===== src/hw/rtl/lcgfpc_pkg.sv =====
// Package for the LCG full-period checker: shared types and constants.
// Used by the divider and the top level; depends on nothing.
`timescale 1ns / 1ps

package lcgfpc_pkg;

  // Width of every configuration register and of the write data port.
  localparam int CFG_W = 32;
  localparam int CFG_ADDR_W = 2;

  // Configuration register indexes.
  localparam logic [CFG_ADDR_W-1:0] REG_MULTIPLIER = 2'd0;
  localparam logic [CFG_ADDR_W-1:0] REG_INCREMENT  = 2'd1;
  localparam logic [CFG_ADDR_W-1:0] REG_MODULUS    = 2'd2;
  localparam logic [CFG_ADDR_W-1:0] REG_SEED       = 2'd3;

  // Generator kinds carried by the request.
  localparam logic KIND_MIXED = 1'b0;

  // Residues mod 8 that give full period for a multiplicative generator.
  localparam logic [2:0] MUL_RES_A = 3'd3;
  localparam logic [2:0] MUL_RES_B = 3'd5;

  // Residue mod 4 the multiplier needs when 4 divides the modulus.
  localparam logic [1:0] MIX_RES_4 = 2'd1;

  // Status of the shared divider.
  typedef struct packed {
    logic busy;
    logic done;
  } div_sts_t;

endpackage


===== src/hw/rtl/lcgfpc_div.sv =====
// Shared restoring divider: one quotient bit per cycle, WIDTH iterations after the load.
// Depends on lcgfpc_pkg for the status struct.
`timescale 1ns / 1ps

module lcgfpc_div
  import lcgfpc_pkg::*;
#(
  parameter int WIDTH = 32
) (
  input  logic             clk,
  input  logic             rst_n,
  input  logic             start,
  input  logic [WIDTH-1:0] dividend,
  input  logic [WIDTH-1:0] divisor,
  output div_sts_t         sts,
  output logic [WIDTH-1:0] quotient,
  output logic [WIDTH-1:0] remainder
);

  localparam int CNT_W = $clog2(WIDTH + 1);

  logic [CNT_W-1:0] cnt_r, cnt_nxt;
  logic             done_r, done_nxt;
  logic [WIDTH-1:0] quo_r, quo_nxt;
  logic [WIDTH-1:0] rem_r, rem_nxt;
  logic [WIDTH-1:0] dsr_r, dsr_nxt;

  logic [WIDTH:0]   shifted;
  logic [WIDTH+1:0] diff;

  // Partial remainder shifted by one bit, then the trial subtraction.
  assign shifted = {rem_r, quo_r[WIDTH-1]};
  assign diff    = {1'b0, shifted} - {2'b00, dsr_r};

  always_comb begin
    cnt_nxt  = cnt_r;
    done_nxt = 1'b0;
    quo_nxt  = quo_r;
    rem_nxt  = rem_r;
    dsr_nxt  = dsr_r;
    if (start) begin
      cnt_nxt = CNT_W'(WIDTH);
      quo_nxt = dividend;
      rem_nxt = '0;
      dsr_nxt = divisor;
    end else if (cnt_r != '0) begin
      cnt_nxt = cnt_r - 1'b1;
      if (!diff[WIDTH+1]) begin
        rem_nxt = diff[WIDTH-1:0];
        quo_nxt = {quo_r[WIDTH-2:0], 1'b1};
      end else begin
        rem_nxt = shifted[WIDTH-1:0];
        quo_nxt = {quo_r[WIDTH-2:0], 1'b0};
      end
      if (cnt_r == CNT_W'(1)) begin
        done_nxt = 1'b1;
      end
    end
  end

  always_ff @(posedge clk) begin
    if (!rst_n) begin
      cnt_r  <= '0;
      done_r <= 1'b0;
    end else begin
      cnt_r  <= cnt_nxt;
      done_r <= done_nxt;
    end
  end

  always_ff @(posedge clk) begin
    quo_r <= quo_nxt;
    rem_r <= rem_nxt;
    dsr_r <= dsr_nxt;
  end

  assign sts.busy  = (cnt_r != '0);
  assign sts.done  = done_r;
  assign quotient  = quo_r;
  assign remainder = rem_r;

  // The done pulse follows the last iteration and nothing else.
  a_done_after_last: assert property (@(posedge clk) disable iff (!rst_n)
    done_r |-> $past(cnt_r) == CNT_W'(1))
    else $error("divider done without a final iteration");

  // A finished division leaves a remainder below a nonzero divisor.
  a_rem_below_dsr: assert property (@(posedge clk) disable iff (!rst_n)
    done_r && dsr_r != '0 |-> rem_r < dsr_r)
    else $error("divider remainder not below divisor");

  // Done is never raised while iterations are still pending.
  a_done_not_busy: assert property (@(posedge clk) disable iff (!rst_n)
    done_r |-> cnt_r == '0)
    else $error("divider done while still busy");

endmodule


===== config.mk =====
export PLATFORM = sky130hd
export DESIGN_NAME = lcgfpc_div
export DESIGN_NICKNAME = d
export VERILOG_FILES = /design/src/hw/rtl/lcgfpc_pkg.sv /design/src/hw/rtl/lcgfpc_div.sv
export SDC_FILE = /design/constraint.sdc
export NUM_CORES = 1
export LEC_CHECK = 0
export ABC_AREA = 1
export BUFFER_PORTS_ARGS = -buffer_cell sky130_fd_sc_hd__buf_2
export CAP_MARGIN = 20
export CORE_MARGIN = 2
export CORE_UTILIZATION = 52
export CTS_BUF_LIST = sky130_fd_sc_hd__clkbuf_4
export DETAILED_ROUTE_END_ITERATION = 8
export PLACE_DENSITY = 0.89
export SETUP_SLACK_MARGIN = 0.3
export SYNTH_ARGS = -nofsm -noshare
export SYNTH_HDL_FRONTEND = slang
export SYNTH_SLANG_ARGS = --single-unit
export TNS_END_PERCENT = 100

===== constraint.sdc =====
create_clock -name clk -period 2.12 [get_ports clk]
set_clock_uncertainty 0.1 [all_clocks]
set_input_delay 0.424 -clock clk [delete_from_list [all_inputs] [get_ports clk]]
set_output_delay 0.424 -clock clk [all_outputs]
set_load 0.01 [all_outputs]

# == Yosys cells after proc, flatten, opt, wreduce, memory -nomap -nowiden ==
# Index checks and enable logic that the tools add are counted.
# classes
add_sub_neg,2
eq_ne,1
mux,7
n_bitwise,2
n_reduce_logical,4
# ops
op,n
$mux W32,3
$sub A33 B32 Y34,1
$mux W6,2
$eq A6 B1 Y1 const B,1
$reduce_bool A6 Y1,1
$sub A6 B1 Y6 const B,1
$reduce_or A3 Y1,1
$mux W1,2
$not A1 Y1,2
$reduce_bool A2 Y1,1
$reduce_or A2 Y1,1
# word_totals
register_bits,103
in_bits,67
output_inout_bits,66
elab_cells,22

# == Logic depth before layout (Yosys ltp) ==
# Gate-level depths: netlist of the first run.
# logic_depth
ltp_word,4
ltp_mapped,17
mapped_depth_nobuf,16

# == Worst setup path after synthesis of the first run ==
# Ideal clock, no wire load.
# synth_path
path_type,reg2reg
from,reg quo_r[31] (netlist: quotient[31])
to,reg rem_r[28] (netlist: remainder[28])
setup_time_ns,0.112
arrival_time_ns,1.885
required_ns,1.908
path_slack_ns,0.022
path_stages_with_launch,17
path_buffers,0
period_less_slack_ns,2.098
cell_sequence,edfxtp_1 > inv_1 > ha_1 > inv_1 > fa_1 > nand2_1 > nand3_1 > nand3_1 > nand2_1 > nand2_1 > nand2_1 > nand2_1 > nand2_1 > nand2_1 > nand3_1 > nand2_1 > nand2_1
# synth_via
elab_chain_cells,2
# synth_rtl
item,line_no,source
start: declaration,lcgfpc_div.sv:24,"logic [WIDTH-1:0] quo_r, quo_nxt;"
start signal: assignment,lcgfpc_div.sv:72,quo_r <= quo_nxt;
$sub A33 B32 Y34,lcgfpc_div.sv:33,"assign diff = {1'b0, shifted} - {2'b00, dsr_r};"
$mux W32,lcgfpc_div.sv:48,if (!diff[WIDTH+1]) begin
end signal: assignment,lcgfpc_div.sv:73,rem_r <= rem_nxt;
end: declaration,lcgfpc_div.sv:25,"logic [WIDTH-1:0] rem_r, rem_nxt;"
# No other way between the ends.
# A chain may end at the register's enable or synchronous reset.

# == Worst setup path after layout of the first run ==
# layout_path
from,reg dsr_r[30]
to,reg rem_r[3] (netlist: remainder[3])
# layout_via
elab_chain_cells,2
# layout_rtl
item,line_no,source
start: declaration,lcgfpc_div.sv:26,"logic [WIDTH-1:0] dsr_r, dsr_nxt;"
start signal: assignment,lcgfpc_div.sv:74,dsr_r <= dsr_nxt;
$sub A33 B32 Y34,lcgfpc_div.sv:33,
$mux W32,lcgfpc_div.sv:48,
# No other way between the ends.

==> flow_summary.toml, run 1 <==
[outcome]
status = "complete, but fails checks"
violations = "setup timing"

[critical_path]
arrival_ps = 2670
crit_path_cell_trace = "inv_2 -> ha_4 -> a21oi_4 -> nor2_2 -> nor3_2 -> nand2_2 -> nor2_8 -> buf_6 -> nand2_8 -> buf_12 -> nand2_1 -> nand3_1 -> o21ai_2"
cp_max_fo = 8
slowest_stage = "edfxtp_1"
crit_start = "dsr_r[30]"
cp.required_ps = 2460
endpoint_kind = "flop"
startpoint_type = "flop"
r2r_start = "dsr_r[30]"
slowest_delay_ps = 420
critPathKind = "flop to flop"

[drt]
drc = 0
drtPass1Iterations = 7
dr.first_iter.drc_count = 615
final_antenna_net_count = 0
routed_wl_mm = 23.3
viasPerCell = 5.26
num_vias = 7701
wl_per_cell_um = 15.9

[synth]
syn_nets = 1102
netlist_instances = 1000
synth_seq_cells = 103
ys_warn_count = 0
postSynthAreaPerCell_um2 = 6.89
synth_area_um2 = 6890
yosys-top-cells-area = "edfxtp_1 (28%), nand2_1 (22%), dfxtp_1 (11%), inv_1 (9.7%), nand3_1 (6.3%)"
synth_cell_types = 39
synth_top_area_cell = "edfxtp_1"
synth-seq-area-share_pct = 39.2
netlist.area_leader.share_pct = 27.9

[place]
post_dp_cell_area_um2 = 8730
place_congestion = 1.03
place_inst = 1365
hpwl_mm = 15.7
port_buffers = 132

[global_routing]
antenna_found_initial = 1
grt_pass1_wl_mm = 35.4
grt_max_degree = 34
grt_usage_pct = 31.4
grt_overflow = 0
grt_pass1_vias = 7661

[power]
power_density_nw_per_um2 = 670
vdd_ir_drop_max_v = 0.000641
power_leakage_uw = 0.00554

[die]
die_h_um = 119
initial_core_util_pct = 52.6
fp.coreArea_um2 = 13100
die_area_um2 = 14200
io_pins = 133
num_rows = 42
die_w_um = 119

[timing]
period_share_pct = 110
layout_min_cycle_time_ps = 2330
tightest_slew_ps = 364
timing.slew.headroom_pct = 75.6
finalWorstSetupSlack_ps = -206
setup_viol = 32
slew_viol_final = 0
holdWs_ps = 68.8
fmax_mhz = 430
final-hold-violation-count = 0
grt_setup_unrepaired = "yes"

[layout]
final_cells = 1464
fillers = 863
drive_above_1_share_pct = 40.5
fin_util_pct = 79.2
area_growth_pct = 50.5
antenna_cells = 0
fin_area_um2 = 10400
nNetsFinal = 1385

[clocking]
clk_latency_ps = 520
root_buffer = "clkbuf_4"
cts_buffers = 9
cts_tree = "done"
clockBufferDepth = 2
path_clk_slew_ps = 180
htree_levels = 3
clock-sinks = 103

[worst_hold_path]
hp-start = "dividend[19]"
holdCritPathClass = "primary input to flop"

[job]
maxCapViolations = 0
## Yosys cell counts
cell / count
nand2_1: 410
inv_1: 178
nand3_1: 86
edfxtp_1: 64
nor2_1: 44
dfxtp_1: 39
ha_1: 34
a21oi_1: 22
nand3b_1: 13
o21ai_1: 13
xnor2_1: 12
nand4_1: 10
buf_2: 9
clkbuf_1: 7
inv_2: 7
clkinv_1: 4
nand2_2: 4
nor2_2: 4
nor3_1: 4
and2_1: 3
buf_4: 3
buf_6: 3
nand3_2: 3
xor2_1: 3
a21oi_2: 2
nand2_4: 2
nor2_4: 2
o21ai_0: 2
o21bai_1: 2
or2_2: 2
a2111oi_0: 1
a21boi_0: 1
a21oi_4: 1
a31oi_1: 1
fa_1: 1
nor2_8: 1
nor3_2: 1
nor4_1: 1
or2_1: 1
## worst max-delay path, delay by kind of cell, from the launching register on
family	cells	cell delay, ps
adder cells (fa/ha/maj)	1	220
buffers and inverters	3	380
flip-flops	1	420
AO/OA/AOI/OAI	2	240
AND/OR/NAND/NOR	7	900
## kinds of logic (layout without fill, tap and decap cells)
logic type | count (synthesis) | count (layout) | synth area share [%]
xor gates and xnor gates | 15 | 15 | 1.91
adders and majority gates | 35 | 35 | 6.47
buffers and inverters | 211 | 499 | 12.2
AOI/OAI and AO/OA | 45 | 45 | 3.72
and+or+nand+nor | 591 | 591 | 36.5
DFF | 103 | 103 | 39.2
## metrics by stage
stage	TNS (ps)	total power [µW]	setup WS, ps
after floorplan	0	4150	103
after global placement	-197	5020	-88.8
after detailed placement	-296	5090	-117
after CTS	-18.4	6590	-16.2
after global routing	-6050	7300	-282
final	-2070	6950	-206
## routing by layer
| metal | routed length (µm) | vias up | share of wire [%] | global-route usage, % |
|---|---|---|---|---|
| li1 | - | 3661 | - | - |
| met3 | 1910 | 82 | 8.2 | 6.51 |
| met2 | 11800 | 407 | 51 | 56.2 |
| met1 | 8720 | 3549 | 37 | 37.0 |
| met5 | 10 | - | 0.043 | 0 |
| met4 | 878 | 2 | 3.8 | 11.4 |
## final timing paths
check	to	slack, ps	depth (start not counted)
setup reg to reg	remainder[3]	-210	13
hold reg to reg	remainder[23]	410	2
hold / removal	quotient[19]	70	3
setup / recovery	remainder[3]	-210	13
## power by group
group / internal [µW] / total [µW] / switching [µW]
Sequential: 2470 / 2670 / 200
Combinational: 1470 / 3230 / 1760
Clock: 271 / 1050 / 777
Total: 4210 / 6950 / 2740
## area by class of cell
| cell class | count | area, µm² | share of cell area (%) |
|---|---|---|---|
| multi-input combinational | 686 | 4330 | 41.8 |
| sequential | 103 | 2730 | 26.3 |
| timing repair buffer | 294 | 2240 | 21.6 |
| clock buffer | 9 | 67.6 | 0.652 |
| tap | 176 | 220 | 2.12 |
| clock inverter | 7 | 62.6 | 0.603 |
| inverter | 189 | 718 | 6.93 |
## cell usage in the layout, fill, tap and decap left out, types with 30 or more instances in the layout
master and instances:
dlygate4sd3_1 32, nand2_1 339, ha_4 30, buf_4 102
buf_2 131, nand3_1 55, inv_2 36, edfxtp_1 64
inv_1 148, nand2_2 61, nor2_1 30
## repair_timing
item | 4_1_cts | 5_1_grt
hold endpoints to repair | 31 | 1
pin swaps | 45 | 45
gates resized for setup | 122 | 86
cloned | 5 | 1
hold buffers | 31 | 1
setup endpoints to repair | 66 | 34
setup buffers | 33 | 12
## state kept, by name, summed over array words and instances (netlist names)
signal / flops
remainder: 32
quotient: 32
cnt_r: 6
done_r: 1
dsr_r: 32
(Power assumes the default switching activity.)
==> run 2: changes to the inputs <==
--- a/config.mk
+++ b/config.mk
@@ -8,8 +8,10 @@
 export ABC_AREA = 1
 export BUFFER_PORTS_ARGS = -buffer_cell sky130_fd_sc_hd__buf_2
 export CAP_MARGIN = 20
+export CELL_PAD_IN_SITES_DETAIL_PLACEMENT = 1
+export CELL_PAD_IN_SITES_GLOBAL_PLACEMENT = 1
 export CORE_MARGIN = 2
-export CORE_UTILIZATION = 52
+export CORE_UTILIZATION = 37
 export CTS_BUF_LIST = sky130_fd_sc_hd__clkbuf_4
 export DETAILED_ROUTE_END_ITERATION = 8
 export PLACE_DENSITY = 0.89
==> run 2 against run 1 <==
Net effect: the flow still finishes with violations (setup timing); register-to-register slack lost 230 ps; clock power grew 21%; maximum frequency shrank 9.1%; sequential power is essentially flat; cell count grew 5.7%; wire length grew 59%; worst hold slack lost 48 ps; critical path type unchanged; critical endpoint is now remainder[29]; largest cell class unchanged.
==> flow_summary.toml, run 2 (synthesis results as in run 1) <==
[clocking]
root_buffer = "clkbuf_4"
clk_latency_ps = 580
clockBufferDepth = 2
path_clk_slew_ps = 250
cts_buffers = 9
htree_levels = 3
clock-sinks = 103
cts_tree = "done"

[critical_path]
arrival_ps = 2920
cp.required_ps = 2490
critPathKind = "flop to flop"
startpoint_type = "flop"
cp_max_fo = 3
reg2reg_slack_ps = -440
endpoint_kind = "flop"

[power]
power_density_nw_per_um2 = 716
power.total_uw = 8040
power_leakage_uw = 0.00590
combPwrFrac_pct = 50.8
switching_share_pct = 43.4
p_int_uw = 4550
seqPwrFrac_pct = 33.5
switching_power_uw = 3490
p_clk_share_pct = 15.8
vdd_ir_drop_max_v = 0.000578

[place]
post_dp_cell_area_um2 = 8750
port_buffers = 132
hpwl_mm = 18.0
place_inst = 1412
dp_slack_ps = -222
place_congestion = 0.946

[global_routing]
antenna_found_initial = 3
grt_pass1_wl_mm = 45.9
grt_pass1_vias = 8761
grt_max_degree = 34
grt_overflow = 0
grt_usage_pct = 29.8

[die]
die_w_um = 140
initial_core_util_pct = 38.1
num_rows = 49
die_area_um2 = 19700
fp.coreArea_um2 = 18100
die_h_um = 140
io_pins = 133

[drt]
final_antenna_net_count = 0
viasPerCell = 5.56
num_vias = 8597
drtPass1Iterations = 7
drc = 0
wl_per_cell_um = 23.9
routed_wl_mm = 37.0
dr.first_iter.drc_count = 658

[timing]
finalWorstSetupSlack_ps = -439
timing.slew.headroom_pct = 76.4
grt_setup_unrepaired = "yes"
period_share_pct = 121
layout_min_cycle_time_ps = 2560
setup_viol = 34
slew_viol_final = 0
fmax_mhz = 391
holdWs_ps = 21.0
final-hold-violation-count = 0
tightest_slew_ps = 355

[job]
maxCapViolations = 0

[outcome]
violations = "setup timing"
status = "complete, but fails checks"

[layout]
final_cells = 1547
multi_input_area_um2 = 4710
nNetsFinal = 1413
fillers = 2163
regArea_um2 = 2740
final_cell_mix = "nand2_1 (325), inv_1 (144), buf_2 (130)"
final_common_cell = "nand2_1"
fin_area_um2 = 11200
area_growth_pct = 63.1
drive_above_1_share_pct = 46.0

[worst_hold_path]
holdCritPathClass = "primary input to flop"
==> run 2: repair_timing <==
item / 4_1_cts / 5_1_grt
endpoints found under the setup margin: 67 / 71
hold buffers: 32 / 2
setup buffers: 44 / 27
hold endpoints to repair: 32 / 2
resized for setup: 131 / 189
pin swaps: 42 / 76
cloned: 10 / 2
==> run 2: cell type report <==
class,count,share of cell area [%]
Antenna cell,2,0.0446
Clock buffer,9,0.602
Clock inverter,7,0.903
Inverter,189,6.48
Multi-Input combinational cell,686,41.9
Sequential cell,103,24.4
Tap cell,229,2.55
Timing Repair Buffer,317,22.5
Timing Repair inverter,5,0.513
==> run 2: routing by layer <==
metal / GRT usage (%) / part of all wire [%] / wire [µm] / up-vias
met5: 0 / 0 / 0 / -
met4: 15.7 / 7.9 / 2930 / 0
met3: 7.86 / 7.5 / 2770 / 223
met2: 54.4 / 49 / 18200 / 506
met1: 31.4 / 35 / 13100 / 4147
li1: - / - / - / 3721
==> run 2: metrics by stage <==
| step | setup TNS [ps] | utilization, % |
|---|---|---|
| 6_report | -8800 | 62.1 |
| 5_1_grt | -11410 | 62.1 |
| 4_1_cts | -1050 | 56.6 |
| 3_5_place_dp | -1890 | 48.4 |
| 3_3_place_gp | -559 | 48.4 |
| 2_1_floorplan | 0 | - |
==> run 2: path summary, 6_finish.rpt <==
check	end	depth (start not counted)	startpoint
max	remainder[29]	17	dsr_r[12]
min	quotient[1]	3	dividend[1]
max reg2reg	remainder[29]	17	dsr_r[12]
min reg2reg	remainder[19]	2	remainder[19]
==> run 2: power groups by stage <==
stage	sequential [µW]	combinational [µW]	clock (µW)
2_1_floorplan	2780	1370	0
3_3_place_gp	2690	2340	0
3_5_place_dp	2700	2430	0
4_1_cts	2670	3200	1250
5_1_grt	2720	4270	1340
6_report	2690	4080	1270
==> run 2: worst max-delay path: stages (launching register included) <==
cell      delay, ps
edfxtp_1        490
inv_2           110
ha_4            220
nand2_4         100
inv_2            90
nand2_2          80
nand3_2          90
buf_4           160
inv_1            60
nand2_1          90
inv_1            70
nand2_1         120
nand2_1         170
nand2_1         100
nand2_1         120
nand3_1         130
nand2_1         100
nand2_1          50
==> run 3: changes to the inputs <==
--- a/config.mk
+++ b/config.mk
@@ -8,7 +8,7 @@
 export ABC_AREA = 1
 export BUFFER_PORTS_ARGS = -buffer_cell sky130_fd_sc_hd__buf_2
 export CAP_MARGIN = 20
-export CELL_PAD_IN_SITES_DETAIL_PLACEMENT = 1
+export CELL_PAD_IN_SITES_DETAIL_PLACEMENT = 0
 export CELL_PAD_IN_SITES_GLOBAL_PLACEMENT = 1
 export CORE_MARGIN = 2
 export CORE_UTILIZATION = 37
==> run 3 against run 2 <==
Net effect: the flow still finishes with violations (setup timing); clock power about the same; combinational power decreased by 13%; utilization fell by 1.4 points; first-iteration DRC count decreased by 50%; setup slack improved by 310 ps; cell count hardly changed; final area is 2.3% lower; sequential share of layout area up 0.47 points; maximum frequency up 14%; worst hold slack got worse by 4.6 ps; power shrank 7.0%; sequential power hardly changed; critical endpoint is now remainder[28]; largest cell class unchanged.
==> flow_summary.toml, run 3 (synthesis results as in run 1) <==
[power]
combPwrFrac_pct = 47.7
power_density_nw_per_um2 = 681
power.total_uw = 7480
switching_share_pct = 40.0
p_int_uw = 4490
p_clk_share_pct = 16.6
seqPwrFrac_pct = 35.6
switching_power_uw = 2990
vdd_ir_drop_max_v = 0.000491
power_leakage_uw = 0.00576

[drt]
num_vias = 7386
dr.first_iter.drc_count = 329
drtPass1Iterations = 5
met3_length_mm = 1.50
viasPerCell = 4.78
routed_wl_mm = 23.1
wl_per_cell_um = 14.9
routed-wl-met2_mm = 11.5
final_antenna_net_count = 0
drc = 0
wl_met1_mm = 9.37
top_layer = "met5"

[layout]
area_growth_pct = 59.4
fillers = 1578
nNetsFinal = 1413
drive_above_1_share_pct = 41.2
final_cell_mix = "nand2_1 (343), inv_1 (149), buf_2 (130)"
final_common_cell = "nand2_1"

[timing]
tightest_slew_ps = 354
finalWorstSetupSlack_ps = -129
timing.slew.headroom_pct = 76.4
final-hold-violation-count = 0
fmax_mhz = 445
period_share_pct = 106
holdWs_ps = 16.4
grt_setup_unrepaired = "yes"
layout_min_cycle_time_ps = 2250
setup_viol = 19
slew_viol_final = 0

[die]
die_area_um2 = 19700
io_pins = 133
die_h_um = 140
initial_core_util_pct = 38.1
die_w_um = 140
num_rows = 49
fp.coreArea_um2 = 18100

[worst_hold_path]
hp-start = "dividend[22]"
holdCritPathClass = "primary input to flop"
hold_path_depth = 3
hold_end = "quotient[22]"

[global_routing]
grt_pass1_wl_mm = 36.4
grt_usage_pct = 23.1
grt_max_degree = 34
grt_overflow = 0
grt_pass1_vias = 7498
antenna_found_initial = 1

[critical_path]
slowest_delay_ps = 460
regToRegEndpoint = "remainder[28]"
path_delay_family = "simple AND/OR/NAND/NOR gates"
cp_max_fo = 4
endpoint_kind = "flop"
startpoint_type = "flop"
cp_common_cell = "nand2_4"
ff2ff_path_depth = 16
crit_path_cell_trace = "inv_2 -> ha_4 -> inv_4 -> fa_2 -> nand2_2 -> nand3_2 -> nand3_2 -> nand2_4 -> nand2_4 -> nand2_4 -> nand2_4 -> nand2_2 -> nand2_2 -> nand3_2 -> nand2_1 -> nand2_1"
reg2reg_slack_ps = -130
arrival_ps = 2630
slowest_stage = "edfxtp_1"
r2r_start = "quotient[31]"
cp.required_ps = 2500
critPathKind = "flop to flop"
cp_num_buf_inv = 2

[job]
maxCapViolations = 0

[clocking]
clockBufferDepth = 2
htree_levels = 3
path_clk_slew_ps = 220
clk_latency_ps = 560
clock-sinks = 103
root_buffer = "clkbuf_4"
cts_tree = "done"
cts_buffers = 9

[outcome]
violations = "setup timing"
status = "complete, but fails checks"

[place]
port_buffers = 132
place_congestion = 0.946
hpwl_mm = 15.3
[run 3: how the worst max path moves through the flow]
stage          depth (start not counted)  slack (ps)          from            end
2_1_floorplan                         16         100  quotient[31]  remainder[28]
3_3_place_gp                          16        -210  quotient[31]  remainder[28]
3_5_place_dp                          16        -220  quotient[31]  remainder[28]
4_1_cts                               16         -70  quotient[31]  remainder[28]
5_1_grt                               16        -250  quotient[31]  remainder[28]
6_report                              16        -130  quotient[31]  remainder[28]
[run 3: worst min-delay path, cell delays in order]
cell and delay (ps):
buf_2 70, nand2_1 40, nand2_1 50
[run 3: timing repair]
item / 4_1_cts / 5_1_grt
setup endpoints to repair: 67 / 71
setup buffers: 49 / 15
gates cloned: 8 / 2
resized for setup: 121 / 114
hold buffers: 41 / 2
pin swaps: 24 / 57
endpoints found under the hold margin: 41 / 2
[run 3: per-layer routing]
layer  vias up  track usage, %
met3        57            5.98
met1      3375            26.9
met4         2            8.19
li1       3725               -
met5         -               0
met2       227            41.0
[run 3: layout make-up]
class	instances	area [µm²]	area share (%)
Tap cell	229	287	2.61
Clock buffer	9	67.6	0.616
Timing Repair inverter	5	85.1	0.775
Multi-Input combinational cell	686	4420	40.3
Inverter	189	733	6.68
Sequential cell	103	2730	24.9
Antenna cell	1	2.50	0.0228
Timing Repair Buffer	317	2550	23.2
Clock inverter	7	101	0.923
[run 3: per-stage QoR]
step | instance area (µm²) | std cells | setup WS [ps] | util, % | setup TNS, ps
final | 11000 | 1546 | -129 | 60.7 | -822
after global routing | 11000 | 1545 | -247 | 60.7 | -4980
after CTS | 10400 | 1526 | -73.5 | 57.4 | -288
after detailed placement | 8750 | 1412 | -219 | 48.4 | -784
after global placement | 8750 | 1412 | -211 | 48.4 | -559
after floorplan | 7350 | 1000 | 103 | - | 0
[run 3: power by group through the flow]
stage	Combinational, µW	Clock [µW]	Sequential (µW)
after floorplan	1370	0	2780
after global placement	2340	0	2690
after detailed placement	2360	0	2690
after CTS	3150	1270	2660
after global routing	3880	1340	2700
final	3570	1240	2660
